<file path="config.mk">
export PLATFORM = sky130hd
export DESIGN_NAME = char_lcd_4bit_write_sequencer_unit
export DESIGN_NICKNAME = d
export VERILOG_FILES = /design/src/design/clcd_pkg.sv /design/src/design/clcd_useq.sv /design/src/design/char_lcd_4bit_write_sequencer_unit.sv
export SDC_FILE = /design/constraint.sdc
export NUM_CORES = 1
export LEC_CHECK = 0
export BUFFER_PORTS_ARGS = -buffer_cell sky130_fd_sc_hd__buf_4
export CAP_MARGIN = 40
export CELL_PAD_IN_SITES_DETAIL_PLACEMENT = 0
export CELL_PAD_IN_SITES_GLOBAL_PLACEMENT = 1
export CORE_MARGIN = 5
export CORE_UTILIZATION = 48
export CTS_CLUSTER_DIAMETER = 50
export DETAILED_ROUTE_END_ITERATION = 8
export PLACE_DENSITY_LB_ADDON = 0.1
export SETUP_SLACK_MARGIN = 0.3
export SYNTH_ARGS = -nofsm -noshare
export SYNTH_HDL_FRONTEND = slang
export SYNTH_HIERARCHICAL = 1
export SYNTH_SLANG_ARGS = --single-unit
</file>
<file path="constraint.sdc">
create_clock -name clk -period 7.8 [get_ports clk]
set_input_delay 0.39 -clock clk [delete_from_list [all_inputs] [get_ports clk]]
set_output_delay 0.39 -clock clk [all_outputs]
set_load 0.02 [all_outputs]
</file>
<file path="src/design/clcd_pkg.sv">
// Shared types, codes and constant tables for the character-LCD write sequencer.
// Holds the microcode table, the glyph tables and the control word layout.
// No dependencies.
package clcd_pkg;

	// request codes carried in s_tuser
	localparam logic [2:0] OP_INIT   = 3'd0;
	localparam logic [2:0] OP_CMD    = 3'd1;
	localparam logic [2:0] OP_DATA   = 3'd2;
	localparam logic [2:0] OP_CURSOR = 3'd3;
	localparam logic [2:0] OP_BIG    = 3'd4;
	localparam logic [2:0] OP_SEG    = 3'd5;

	localparam int PC_W     = 5;
	localparam int PROG_LEN = 30;

	// program entry points
	localparam logic [PC_W-1:0] PC_INIT   = 5'd0;
	localparam logic [PC_W-1:0] PC_CMD    = 5'd12;
	localparam logic [PC_W-1:0] PC_DATA   = 5'd14;
	localparam logic [PC_W-1:0] PC_CURSOR = 5'd16;
	localparam logic [PC_W-1:0] PC_BIG    = 5'd18;
	localparam logic [PC_W-1:0] PC_SEG    = 5'd26;

	// wait codes in ms
	localparam logic [4:0] WB_NONE = 5'd0;
	localparam logic [4:0] WB_BOOT = 5'd20;
	localparam logic [3:0] WA_STD  = 4'd1;
	localparam logic [3:0] WA_CUR  = 4'd2;
	localparam logic [3:0] WA_LONG = 4'd11;

	localparam logic [7:0] BLANK_CHAR = 8'h20;
	localparam logic [7:0] CGRAM_BASE = 8'h40;

	// byte source selector of the datapath
	typedef enum logic [2:0] {
		SRC_CONST,
		SRC_BYTE,
		SRC_CUR0,
		SRC_CUR1,
		SRC_DIGIT,
		SRC_SEGCMD,
		SRC_SEGROW
	} src_t;

	typedef struct packed {
		src_t             src;
		logic [7:0]       konst;
		logic             hi;
		logic             rs;
		logic [4:0]       wait_pre;
		logic [3:0]       after;
		logic             inc;
		logic             loop;
		logic [2:0]       limit;
		logic [PC_W-1:0]  target;
		logic             last;
	} ctrl_word_t;

	// start request from the top level to the sequencer
	typedef struct packed {
		logic            start;
		logic [PC_W-1:0] entry;
	} seq_cmd_t;

	// sequencer status back to the top level
	typedef struct packed {
		logic busy;
		logic last;
	} seq_stat_t;

	localparam logic [7:0] LINE_BASE [4] = '{8'h80, 8'hC0, 8'h94, 8'hD4};

	localparam logic [7:0] DIGIT_MAP [13][6] = '{
		'{8'd0,  8'd1,  8'd2,  8'd5,  8'd3,  8'd4},
		'{8'd1,  8'd2,  8'd32, 8'd3,  8'd7,  8'd3},
		'{8'd6,  8'd6,  8'd2,  8'd5,  8'd3,  8'd3},
		'{8'd6,  8'd6,  8'd2,  8'd3,  8'd3,  8'd4},
		'{8'd7,  8'd3,  8'd7,  8'd32, 8'd32, 8'd7},
		'{8'd7,  8'd6,  8'd6,  8'd3,  8'd3,  8'd4},
		'{8'd0,  8'd6,  8'd6,  8'd5,  8'd3,  8'd4},
		'{8'd1,  8'd1,  8'd7,  8'd32, 8'd32, 8'd7},
		'{8'd0,  8'd6,  8'd2,  8'd5,  8'd3,  8'd4},
		'{8'd0,  8'd6,  8'd2,  8'd3,  8'd3,  8'd4},
		'{8'd32, 8'd32, 8'd32, 8'd32, 8'd32, 8'd32},
		'{8'd0,  8'd1,  8'd32, 8'd5,  8'd3,  8'd32},
		'{8'd32, 8'd32, 8'd32, 8'd0,  8'd1,  8'd2}
	};

	localparam logic [7:0] SEG_ROWS [8][8] = '{
		'{8'h07, 8'h0F, 8'h1F, 8'h1F, 8'h1F, 8'h1F, 8'h1F, 8'h1F},
		'{8'h1F, 8'h1F, 8'h1F, 8'h00, 8'h00, 8'h00, 8'h00, 8'h00},
		'{8'h1C, 8'h1E, 8'h1F, 8'h1F, 8'h1F, 8'h1F, 8'h1F, 8'h1F},
		'{8'h00, 8'h00, 8'h00, 8'h00, 8'h00, 8'h1F, 8'h1F, 8'h1F},
		'{8'h1F, 8'h1F, 8'h1F, 8'h1F, 8'h1F, 8'h1F, 8'h1E, 8'h1C},
		'{8'h1F, 8'h1F, 8'h1F, 8'h1F, 8'h1F, 8'h1F, 8'h0F, 8'h07},
		'{8'h1F, 8'h1F, 8'h1F, 8'h00, 8'h00, 8'h00, 8'h1F, 8'h1F},
		'{8'h1F, 8'h1F, 8'h1F, 8'h1F, 8'h1F, 8'h1F, 8'h1F, 8'h1F}
	};

	// big digit character; out-of-range glyphs and slots draw blanks
	function automatic logic [7:0] digit_char(input logic [3:0] glyph, input logic [2:0] k);
		logic [7:0] ch;
		ch = BLANK_CHAR;
		if (glyph < 4'd13 && k < 3'd6) begin
			ch = DIGIT_MAP[glyph][k];
		end
		return ch;
	endfunction

	function automatic ctrl_word_t cw_mk(
		input src_t            src,
		input logic [7:0]      konst,
		input logic            hi,
		input logic            rs,
		input logic [4:0]      wait_pre,
		input logic [3:0]      after,
		input logic            inc,
		input logic            loop,
		input logic [2:0]      limit,
		input logic [PC_W-1:0] target,
		input logic            last
	);
		ctrl_word_t w;
		w.src      = src;
		w.konst    = konst;
		w.hi       = hi;
		w.rs       = rs;
		w.wait_pre = wait_pre;
		w.after    = after;
		w.inc      = inc;
		w.loop     = loop;
		w.limit    = limit;
		w.target   = target;
		w.last     = last;
		return w;
	endfunction

	// microprogram: one control word per nibble write
	function automatic ctrl_word_t ucode(input logic [PC_W-1:0] pc);
		ctrl_word_t w;
		case (pc)
			// power-up init
			5'd0:  w = cw_mk(SRC_CONST, 8'h03, 1'b0, 1'b0, WB_BOOT, WA_LONG, 1'b0, 1'b0, 3'd0, 5'd0, 1'b0);
			5'd1:  w = cw_mk(SRC_CONST, 8'h03, 1'b0, 1'b0, WB_NONE, WA_LONG, 1'b0, 1'b0, 3'd0, 5'd0, 1'b0);
			5'd2:  w = cw_mk(SRC_CONST, 8'h03, 1'b0, 1'b0, WB_NONE, WA_LONG, 1'b0, 1'b0, 3'd0, 5'd0, 1'b0);
			5'd3:  w = cw_mk(SRC_CONST, 8'h02, 1'b0, 1'b0, WB_NONE, WA_LONG, 1'b0, 1'b0, 3'd0, 5'd0, 1'b0);
			5'd4:  w = cw_mk(SRC_CONST, 8'h28, 1'b1, 1'b0, WB_NONE, WA_STD,  1'b0, 1'b0, 3'd0, 5'd0, 1'b0);
			5'd5:  w = cw_mk(SRC_CONST, 8'h28, 1'b0, 1'b0, WB_NONE, WA_STD,  1'b0, 1'b0, 3'd0, 5'd0, 1'b0);
			5'd6:  w = cw_mk(SRC_CONST, 8'h0C, 1'b1, 1'b0, WB_NONE, WA_STD,  1'b0, 1'b0, 3'd0, 5'd0, 1'b0);
			5'd7:  w = cw_mk(SRC_CONST, 8'h0C, 1'b0, 1'b0, WB_NONE, WA_STD,  1'b0, 1'b0, 3'd0, 5'd0, 1'b0);
			5'd8:  w = cw_mk(SRC_CONST, 8'h06, 1'b1, 1'b0, WB_NONE, WA_STD,  1'b0, 1'b0, 3'd0, 5'd0, 1'b0);
			5'd9:  w = cw_mk(SRC_CONST, 8'h06, 1'b0, 1'b0, WB_NONE, WA_STD,  1'b0, 1'b0, 3'd0, 5'd0, 1'b0);
			5'd10: w = cw_mk(SRC_CONST, 8'h01, 1'b1, 1'b0, WB_NONE, WA_STD,  1'b0, 1'b0, 3'd0, 5'd0, 1'b0);
			5'd11: w = cw_mk(SRC_CONST, 8'h01, 1'b0, 1'b0, WB_NONE, WA_LONG, 1'b0, 1'b0, 3'd0, 5'd0, 1'b1);
			// raw command
			5'd12: w = cw_mk(SRC_BYTE, 8'h00, 1'b1, 1'b0, WB_NONE, WA_STD, 1'b0, 1'b0, 3'd0, 5'd0, 1'b0);
			5'd13: w = cw_mk(SRC_BYTE, 8'h00, 1'b0, 1'b0, WB_NONE, WA_STD, 1'b0, 1'b0, 3'd0, 5'd0, 1'b1);
			// data byte
			5'd14: w = cw_mk(SRC_BYTE, 8'h00, 1'b1, 1'b1, WB_NONE, WA_STD, 1'b0, 1'b0, 3'd0, 5'd0, 1'b0);
			5'd15: w = cw_mk(SRC_BYTE, 8'h00, 1'b0, 1'b1, WB_NONE, WA_STD, 1'b0, 1'b0, 3'd0, 5'd0, 1'b1);
			// cursor set
			5'd16: w = cw_mk(SRC_CUR0, 8'h00, 1'b1, 1'b0, WB_NONE, WA_STD, 1'b0, 1'b0, 3'd0, 5'd0, 1'b0);
			5'd17: w = cw_mk(SRC_CUR0, 8'h00, 1'b0, 1'b0, WB_NONE, WA_CUR, 1'b0, 1'b0, 3'd0, 5'd0, 1'b1);
			// big digit: top line, three characters, then next line
			5'd18: w = cw_mk(SRC_CUR0,  8'h00, 1'b1, 1'b0, WB_NONE, WA_STD, 1'b0, 1'b0, 3'd0, 5'd0,  1'b0);
			5'd19: w = cw_mk(SRC_CUR0,  8'h00, 1'b0, 1'b0, WB_NONE, WA_CUR, 1'b0, 1'b0, 3'd0, 5'd0,  1'b0);
			5'd20: w = cw_mk(SRC_DIGIT, 8'h00, 1'b1, 1'b1, WB_NONE, WA_STD, 1'b0, 1'b0, 3'd0, 5'd0,  1'b0);
			5'd21: w = cw_mk(SRC_DIGIT, 8'h00, 1'b0, 1'b1, WB_NONE, WA_STD, 1'b1, 1'b1, 3'd2, 5'd20, 1'b0);
			5'd22: w = cw_mk(SRC_CUR1,  8'h00, 1'b1, 1'b0, WB_NONE, WA_STD, 1'b0, 1'b0, 3'd0, 5'd0,  1'b0);
			5'd23: w = cw_mk(SRC_CUR1,  8'h00, 1'b0, 1'b0, WB_NONE, WA_CUR, 1'b0, 1'b0, 3'd0, 5'd0,  1'b0);
			5'd24: w = cw_mk(SRC_DIGIT, 8'h00, 1'b1, 1'b1, WB_NONE, WA_STD, 1'b0, 1'b0, 3'd0, 5'd0,  1'b0);
			5'd25: w = cw_mk(SRC_DIGIT, 8'h00, 1'b0, 1'b1, WB_NONE, WA_STD, 1'b1, 1'b1, 3'd5, 5'd24, 1'b1);
			// segment glyph upload: CGRAM address, then eight rows
			5'd26: w = cw_mk(SRC_SEGCMD, 8'h00, 1'b1, 1'b0, WB_NONE, WA_STD, 1'b0, 1'b0, 3'd0, 5'd0,  1'b0);
			5'd27: w = cw_mk(SRC_SEGCMD, 8'h00, 1'b0, 1'b0, WB_NONE, WA_STD, 1'b0, 1'b0, 3'd0, 5'd0,  1'b0);
			5'd28: w = cw_mk(SRC_SEGROW, 8'h00, 1'b1, 1'b1, WB_NONE, WA_STD, 1'b0, 1'b0, 3'd0, 5'd0,  1'b0);
			5'd29: w = cw_mk(SRC_SEGROW, 8'h00, 1'b0, 1'b1, WB_NONE, WA_STD, 1'b1, 1'b1, 3'd7, 5'd28, 1'b1);
			default: w = cw_mk(SRC_CONST, 8'h00, 1'b0, 1'b0, WB_NONE, WA_STD, 1'b0, 1'b0, 3'd0, 5'd0, 1'b1);
		endcase
		return w;
	endfunction

endpackage

</file>
<file path="src/design/clcd_useq.sv">
// Microcode sequencer: step counter, loop index and the control word ROM.
// Depends on clcd_pkg.
module clcd_useq (
	input  logic                 clk,
	input  logic                 arst_n,
	input  clcd_pkg::seq_cmd_t   cmd,
	input  logic                 adv,
	output clcd_pkg::ctrl_word_t cw,
	output logic [2:0]           idx,
	output clcd_pkg::seq_stat_t  stat
);
	import clcd_pkg::*;

	logic [PC_W-1:0] pc_q;
	logic [2:0]      idx_q;
	logic            busy_q;
	logic            taken;
	logic            step;

	// control word of the current step
	assign cw    = ucode(pc_q);
	assign idx   = idx_q;
	assign taken = cw.loop && (idx_q != cw.limit);
	assign step  = busy_q && adv;

	assign stat.busy = busy_q;
	assign stat.last = cw.last && !taken;

	// step counter, loop index, run flag
	always_ff @(posedge clk or negedge arst_n) begin
		if (!arst_n) begin
			pc_q   <= '0;
			idx_q  <= '0;
			busy_q <= 1'b0;
		end else if (cmd.start) begin
			pc_q   <= cmd.entry;
			idx_q  <= '0;
			busy_q <= 1'b1;
		end else if (step) begin
			pc_q <= taken ? cw.target : pc_q + 1'b1;
			if (cw.inc) begin
				idx_q <= idx_q + 1'b1;
			end
			if (stat.last) begin
				busy_q <= 1'b0;
			end
		end
	end

	a_pc_range: assert property (@(posedge clk) disable iff (!arst_n)
		busy_q |-> pc_q < PC_W'(PROG_LEN))
		else $error("step counter left the program");

	a_run_ends: assert property (@(posedge clk) disable iff (!arst_n)
		(step && stat.last && !cmd.start) |=> !busy_q)
		else $error("run continued past its final write");

	a_no_restart: assert property (@(posedge clk) disable iff (!arst_n)
		cmd.start |-> !busy_q)
		else $error("new run started while one is in progress");

	a_loop_bound: assert property (@(posedge clk) disable iff (!arst_n)
		(busy_q && cw.loop) |-> idx_q <= cw.limit)
		else $error("loop index ran past its limit");

endmodule

</file>
<file path="src/design/char_lcd_4bit_write_sequencer_unit.sv">
// Top level of the character-LCD 4-bit write sequencer.
// Request registers, byte datapath and output register; depends on clcd_pkg, clcd_useq.
// The first write beat of a request passes the sequencer start and the output register.
// Throughput: one write per cycle while m_tready is high; a request emits one nibble per
// step of the microcode sequencer, and a new request is accepted only once the
// sequencer is idle; requests that emit nothing leave it idle.
// Reset: arst_n clears the run and the output valid; s_tready is high after reset.
module char_lcd_4bit_write_sequencer_unit (
	input  logic        clk,
	input  logic        arst_n,
	input  logic        s_tvalid,
	output logic        s_tready,
	// byte_value[7:0], row[9:8], column[14:10], digit_glyph[18:15],
	// segment[21:19], zero[23:22]
	input  logic [23:0] s_tdata,
	input  logic [2:0]  s_tuser,  // opcode[2:0]
	output logic        m_tvalid,
	input  logic        m_tready,
	output logic [15:0] m_tdata,  // nibble[3:0], wait_before_ms[8:4], wait_after_ms[12:9], zero[15:13]
	output logic        m_tuser,  // reg_select
	output logic        m_tlast
);
	import clcd_pkg::*;

	logic [7:0] byte_q;
	logic [1:0] row_q;
	logic [4:0] col_q;
	logic [3:0] glyph_q;
	logic [2:0] seg_q;

	logic       m_valid_q;
	logic [3:0] nib_q;
	logic       rs_q;
	logic [4:0] wait_pre_q;
	logic [3:0] after_q;
	logic       last_q;

	logic       s_fire;
	logic       out_free;
	logic       run_en;
	logic [PC_W-1:0] entry;
	logic [7:0] sel_byte;
	logic [1:0] row_next;

	seq_cmd_t   cmd;
	seq_stat_t  stat;
	ctrl_word_t cw;
	logic [2:0] idx;

	assign s_tready = !stat.busy;
	assign s_fire   = s_tvalid && s_tready;
	assign out_free = !m_valid_q || m_tready;

	// entry point per opcode; empty runs start nothing
	always_comb begin
		entry  = PC_INIT;
		run_en = 1'b1;
		case (s_tuser)
			OP_INIT:   entry = PC_INIT;
			OP_CMD:    entry = PC_CMD;
			OP_DATA:   entry = PC_DATA;
			OP_CURSOR: entry = PC_CURSOR;
			OP_BIG: begin
				entry  = PC_BIG;
				run_en = (s_tdata[9:8] != 2'd3);
			end
			OP_SEG:    entry = PC_SEG;
			default:   run_en = 1'b0;
		endcase
	end

	assign cmd.start = s_fire && run_en;
	assign cmd.entry = entry;

	// request fields
	always_ff @(posedge clk) begin
		if (s_fire) begin
			byte_q  <= s_tdata[7:0];
			row_q   <= s_tdata[9:8];
			col_q   <= s_tdata[14:10];
			glyph_q <= s_tdata[18:15];
			seg_q   <= s_tdata[21:19];
		end
	end

	clcd_useq u_useq (
		.clk    (clk),
		.arst_n (arst_n),
		.cmd    (cmd),
		.adv    (out_free),
		.cw     (cw),
		.idx    (idx),
		.stat   (stat)
	);

	// byte source selection
	assign row_next = row_q + 2'd1;
	always_comb begin
		case (cw.src)
			SRC_CONST:  sel_byte = cw.konst;
			SRC_BYTE:   sel_byte = byte_q;
			SRC_CUR0:   sel_byte = LINE_BASE[row_q] + {3'b000, col_q};
			SRC_CUR1:   sel_byte = LINE_BASE[row_next] + {3'b000, col_q};
			SRC_DIGIT:  sel_byte = digit_char(glyph_q, idx);
			SRC_SEGCMD: sel_byte = CGRAM_BASE + {2'b00, seg_q, 3'b000};
			SRC_SEGROW: sel_byte = SEG_ROWS[seg_q][idx];
			default:    sel_byte = BLANK_CHAR;
		endcase
	end

	// output register
	always_ff @(posedge clk or negedge arst_n) begin
		if (!arst_n) begin
			m_valid_q <= 1'b0;
		end else if (out_free) begin
			m_valid_q <= stat.busy;
		end
	end

	always_ff @(posedge clk) begin
		if (out_free && stat.busy) begin
			nib_q      <= cw.hi ? sel_byte[7:4] : sel_byte[3:0];
			rs_q       <= cw.rs;
			wait_pre_q <= cw.wait_pre;
			after_q    <= cw.after;
			last_q     <= stat.last;
		end
	end

	assign m_tvalid = m_valid_q;
	assign m_tdata  = {3'b000, after_q, wait_pre_q, nib_q};
	assign m_tuser  = rs_q;
	assign m_tlast  = last_q;

	a_empty_run: assert property (@(posedge clk) disable iff (!arst_n)
		(s_fire && !run_en) |=> s_tready)
		else $error("request without writes stalled the input");

	a_out_hold: assert property (@(posedge clk) disable iff (!arst_n)
		(m_tvalid && !m_tready) |=>
			(m_tvalid && $stable(m_tdata) && $stable(m_tuser) && $stable(m_tlast)))
		else $error("stalled write beat changed");

	a_busy_blocks: assert property (@(posedge clk) disable iff (!arst_n)
		stat.busy |-> !s_tready)
		else $error("request accepted during a run");

endmodule

</file>
======== After elaboration in Yosys (flattened, before gate mapping) ========
Memories as Yosys holds them, arrays and structs flattened.
Index checks and enable logic that the tools add are counted.
storage, ports and cells
  input bits .............................. 31
  logic and storage cells ................. 96
  bits in registers ....................... 47
  output and inout port bits .............. 20
  ROM bits ................................ 2048
  memories kept ........................... 3
cells by class
  bitwise logic cells ..................... 5
  add/subtract/negate cells ............... 6
  equality and inequality tests ........... 13
  multiplexer cells ....................... 30
  order comparisons ....................... 7
  reduce and logical (&&, ||, !) cells .... 18
memory list
  name             depth  bits a word  read ports  clocked after Yosys merged registers in  write ports  RTL line                                   text
  (no name shown)  16     48           1           0                                        0            clcd_pkg.sv:106                            ch = DIGIT_MAP[glyph][k];
  (no name shown)  32     24           1           0                                        0            clcd_pkg.sv:142                            case (pc)
  (no name shown)  8      64           1           0                                        0            char_lcd_4bit_write_sequencer_unit.sv:106  SRC_SEGROW: sel_byte = SEG_ROWS[seg_q][idx];
operators by type and width
  operator                                                          number
  64-bit two-way mux                                                2
  48-bit two-way mux                                                2
  8-bit two-way mux                                                 9
  8-bit case mux with 7 select lines                                1
  8-bit binary-select mux with 3-bit select                         2
  8-bit binary-select mux with 2-bit select                         2
  5-bit case mux with 5 select lines                                1
  8-bit by 5-bit adder with 8-bit output                            2
  3-bit == test (second input constant)                             5
  5-bit two-way mux                                                 3
  3-bit by 2-bit == test with 1-bit output (second input constant)  4
  3-bit two-way mux                                                 3
  7-bit by 6-bit adder with 8-bit output (first input constant)     1
  4-bit greater-or-equal comparator (second input constant)         2
  3-bit inverter with 4-bit output                                  2
  3-bit by 1-bit == test with 1-bit output (second input constant)  2
  3-bit greater-or-equal comparator (second input constant)         2
  1-bit logical AND                                                 6
  3-bit logical NOT                                                 2
  2-bit inverter with 3-bit output                                  2
  2-bit nonzero test                                                3
  5-bit by 1-bit adder with 5-bit output (second input constant)    1
  5-bit greater-or-equal comparator (second input constant)         1
  4-bit inverter with 5-bit output                                  1
  13 further kinds                                                  18

======== Longest topological paths before layout ========
  depth in word-level cells ............... 10
  depth in mapped cells ................... 18
  depth with buffers taken out ............ 13

======== Modules after synthesis ========
The synthesis kept the hierarchy.
by module, submodules not included
  module                              area an instance (um^2)  sequential area each (um^2)  cells each  times used
  char_lcd_4bit_write_sequencer_unit  2632.5                   1136.1                       264         1
  clcd_useq                           1084.8                   225.2                        139         1

======== Worst setup path after synthesis ========
Ideal clock, no wire load.
  path type ............................... flip-flop to flip-flop
  start point ............................. register u_useq.pc_q[2]
  end point ............................... register nib_q[3] (data pin)
  setup time .............................. 0.266 ns
  clock period less this slack ............ 3.406 ns
  data required time ...................... 7.534 ns
  stages on the path, launching flop included .. 19
  arrival ................................. 3.140 ns
  path buffers ............................ 5
  setup slack ............................. 4.394 ns
  path through ............................ dfrtp_1 > buf_6 > buf_2 > inv_1 > buf_2 > nor2_1 > xor2_1 > nor2_1 > buf_4 > clkbuf_1 > nand2_1 > nor2_1 > mux2_2 > ha_1 > ha_1 > a22oi_1 > o22ai_1 > a311oi_1 > a311oi_1
RTL lines
  item                    RTL line                                   text
  start, declared         clcd_useq.sv:14                            logic [PC_W-1:0] pc_q;
  start signal, assigned  clcd_useq.sv:36                            pc_q <= cmd.entry;
  start signal, assigned  clcd_useq.sv:40                            pc_q <= taken ? cw.target : pc_q + 1'b1;
  end signal, assigned    char_lcd_4bit_write_sequencer_unit.sv:122  nib_q <= cw.hi ? sel_byte[7:4] : sel_byte[3:0];
  end, declared           char_lcd_4bit_write_sequencer_unit.sv:32   logic [3:0] nib_q;

==> results.txt <==
* Top achievable clock speed: around 270 MHz
- The pre-antenna-repair detailed-routing pass consisted of 4 iterations.
* Final worst-path cycle share: between 40 and 50%
- At the later pin of the worst-skew pair, clock insertion delay measures 0.30 ns.
- Synthesis warning total: 6
- After the last flow step, the layout net total stands at 480.
- Timing startpoint of the critical path: u_useq/pc_q[2]
* First-iteration detailed-routing DRC count: 206
- Endpoints failing hold: 0
- Clock Sink Count: 47
* Sort of element at the end of the critical path: register
- The floorplan step defined a die boundary enclosing 9442 um^2.
- Wire length per cell after detailed routing: 15.77 um
- Post-Syn Instances: approximately 400
- The critical path ends at nib_q[3].
- Buffers inserted by post-CTS timing repair: 0
- Entering global routing, the biggest net connects 26 pins.
* Kind of cell adding the most delay to the critical path: flip-flops
- Routability-driven placement finished with a final weighted congestion of ~0.84.
- RSZ-0062 raised after global routing: no
- Along the worst path, the maximum fanout reaches 19.
- The finished layout holds approximately 520 standard cells, fillers aside.
- After detailed routing, the number of vias per cell comes to 5.580.
- Clock tree from TritonCTS: yes
* Placeable core region: 7331 um^2
- The filler cells instantiated in the layout total 692.
* Pwr per Cell Area: around 370 nW/um^2
- Post-CTS repair changed the size of 0 cells.
* Worst setup SP type: register
- The routed layout has 2913 vias.
- CTS built an H-tree with a depth of 2.
- Number of routed nets with antenna violations: 0
- Buffers placed on the I/O ports in this run total 45.
* Die Y: about 97 um
* Arrival time of data at the critical path endpoint: roughly 3.8 ns
- The worst-case IR drop observed on VDD is approximately 200 uV.
- Wire length of the first global-routing pass: 13.60 mm
- CTS buffer count: 5
- Setup violations remaining at the end of the flow were counted as 0.
- In this run the static leakage power is about 1.7 nW.
- Vias in the first global route: between 2000 and 3000
- In the routed design, unresolved DRC markers number 0.
* Global-route total usage across every layer: 17.34%
- In this run the critical register-to-register path is captured at nib_q[3].
- Syn Area/Cell: about 9.3 um^2
- The number of cells on the worst reg-to-reg path is 14.
* Min-Delay Path Class: in2reg
- In this run the register-to-register setup slack is 4.10 ns.
- At the pin with the least slew margin, the transition time is just under 0.9 ns.
- Boundary pin count: 51
- Including well taps, the total number of placed cells is 513.
- The initial antenna violation count is 0.
- The post-route netlist has 18.20% of its cells at a drive strength greater than 1.
- The design draws between 1.5 and 2 mW.
* DRT Wirelength: 8.234 mm
* Total congestion overflow: 0
* Area of the mapped netlist: between 3000 and 4000 um^2
* Setup TNS: 0 ns
* Diodes inserted: 0
- Counting along the longest clock path gives a buffer depth of 2.
- Stages on the worst setup path: 14
* Time the worst path needs with I/O delays and setup: approximately 3.7 ns
- The run finished with clean final reports.
- Buffer cell driving the clock tree root: sky130_fd_sc_hd__clkbuf_8
- Largest stage delay, worst path: 0.73 ns
* CP max-delay cell: sky130_fd_sc_hd__dfrtp_1
- Clk pin slew, worst setup/hold paths: about 0.10 ns
- Data on the critical path is required at its endpoint by approximately 8 ns.
* Initial Utilization: 49.75%
- The HPWL after detailed placement is a little under 6 mm.
- Worst rel slew slack: 41.10%
- Syn-to-layout area delta: 11.90%
- Critical path cell sequence: inv_1 -> nor2_1 -> xor2_1 -> nor2_1 -> buf_4 -> nand2_1 -> nor2_1 -> mux2_2 -> ha_1 -> ha_1 -> a22oi_1 -> o22ai_1 -> a311oi_1 -> a311oi_1
- In this run the critical register-to-register path is launched from u_useq/pc_q[2].
- Area post-placement: a little under 4000 um^2
- Post-CTS Hold Fix Bufs: 1
- Across the routed clock network, the largest skew measured is approximately 0.0057 ns.
- Number of placement rows: 31
- The max-slew violation count was 0.
* Maximum capacitance violations: 0
* Horizontal die dimension: 97.17 um
- By startpoint and endpoint, the worst setup path is classified as reg2reg.
- Worst Path Buf+Inv: 2
- Final instance area: roughly 4000 um^2
* Crit path top cell by count: sky130_fd_sc_hd__nor2_1
==> through the flow <==
stage               worst slack [ns]  utilization, %  hold WS, ns
floorplan                      4.404               -      0.09441
detailed placement             4.140           53.97       0.2325
global route                   3.794           55.68       0.2316
finish                         4.101           55.68       0.2555
CTS                            4.117           55.68       0.2493
global placement               4.156           53.59       0.2303
==> worst min-delay path by stage <==
stage,startpoint,end,slack [ns],cells past startpoint
2_1_floorplan,arst_n,m_tvalid,0.09,0
3_3_place_gp,arst_n,u_useq/pc_q[0],0.23,1
6_report,s_tdata[1],byte_q[1],0.26,1
5_1_grt,s_tdata[11],col_q[1],0.23,1
3_5_place_dp,arst_n,u_useq/pc_q[0],0.23,1
4_1_cts,s_tdata[12],col_q[2],0.25,1
==> state kept, by name, indices dropped and copies added (netlist names), 2 cells and up <==
| signal | count |
|---|---|
| u_useq/idx | 3 |
| col_q | 5 |
| byte_q | 8 |
| after_q | 4 |
| wait_pre_q | 5 |
| row_q | 2 |
| seg_q | 3 |
| glyph_q | 4 |
| nib_q | 4 |
| u_useq/pc_q | 5 |
==> routing by layer <==
layer / part of all wire (%) / routed length, um / GRT usage [%]
met4: 1.2 / 97 / 4.536
met1: 49 / 4032 / 25.30
met5: 0 / 0 / 0
met2: 45 / 3702 / 26.54
met3: 4.9 / 402 / 2.943
==> power by group <==
group / total, mW / internal, mW / switching, mW
Clock: 0.186 / 0.0967 / 0.0896
Sequential: 0.500 / 0.378 / 0.122
Combinational: 0.833 / 0.358 / 0.475
Total: 1.52 / 0.832 / 0.687
==> area by class of cell <==
class	count	area (um^2)	area share [%]
multi-input combinational	293	1982	48.56
sequential	47	1361	33.35
timing repair buffer	52	412.9	10.12
tap	99	123.9	3.035
inverter	23	86.33	2.115
clock buffer	5	68.82	1.686
clock inverter	3	46.29	1.134
==> worst register-to-register path, stage by stage (launching register included) <==
cell                       delay (ns)
sky130_fd_sc_hd__dfrtp_1         0.73
sky130_fd_sc_hd__inv_1           0.35
sky130_fd_sc_hd__nor2_1          0.23
sky130_fd_sc_hd__xor2_1          0.09
sky130_fd_sc_hd__nor2_1          0.11
sky130_fd_sc_hd__buf_4           0.22
sky130_fd_sc_hd__nand2_1         0.09
sky130_fd_sc_hd__nor2_1          0.11
sky130_fd_sc_hd__mux2_2          0.36
sky130_fd_sc_hd__ha_1            0.21
sky130_fd_sc_hd__ha_1            0.27
sky130_fd_sc_hd__a22oi_1         0.20
sky130_fd_sc_hd__o22ai_1         0.11
sky130_fd_sc_hd__a311oi_1        0.28
sky130_fd_sc_hd__a311oi_1        0.07
==> layout by cell type, fill, tap and decap left out, types with 8 or more instances in the layout <==
cell / instances
sky130_fd_sc_hd__ha_1: 27
sky130_fd_sc_hd__inv_1: 22
sky130_fd_sc_hd__nand2_1: 26
sky130_fd_sc_hd__mux2i_1: 8
sky130_fd_sc_hd__nand3_1: 8
sky130_fd_sc_hd__conb_1: 11
sky130_fd_sc_hd__nor2_1: 29
sky130_fd_sc_hd__dfrtp_1: 10
sky130_fd_sc_hd__buf_4: 50
sky130_fd_sc_hd__a21oi_1: 27
sky130_fd_sc_hd__a31oi_1: 11
sky130_fd_sc_hd__edfxtp_1: 37
sky130_fd_sc_hd__nand2b_1: 8
sky130_fd_sc_hd__nor3_1: 8
sky130_fd_sc_hd__o21ai_0: 32
Note: power is estimated with default switching activity, not from simulation.
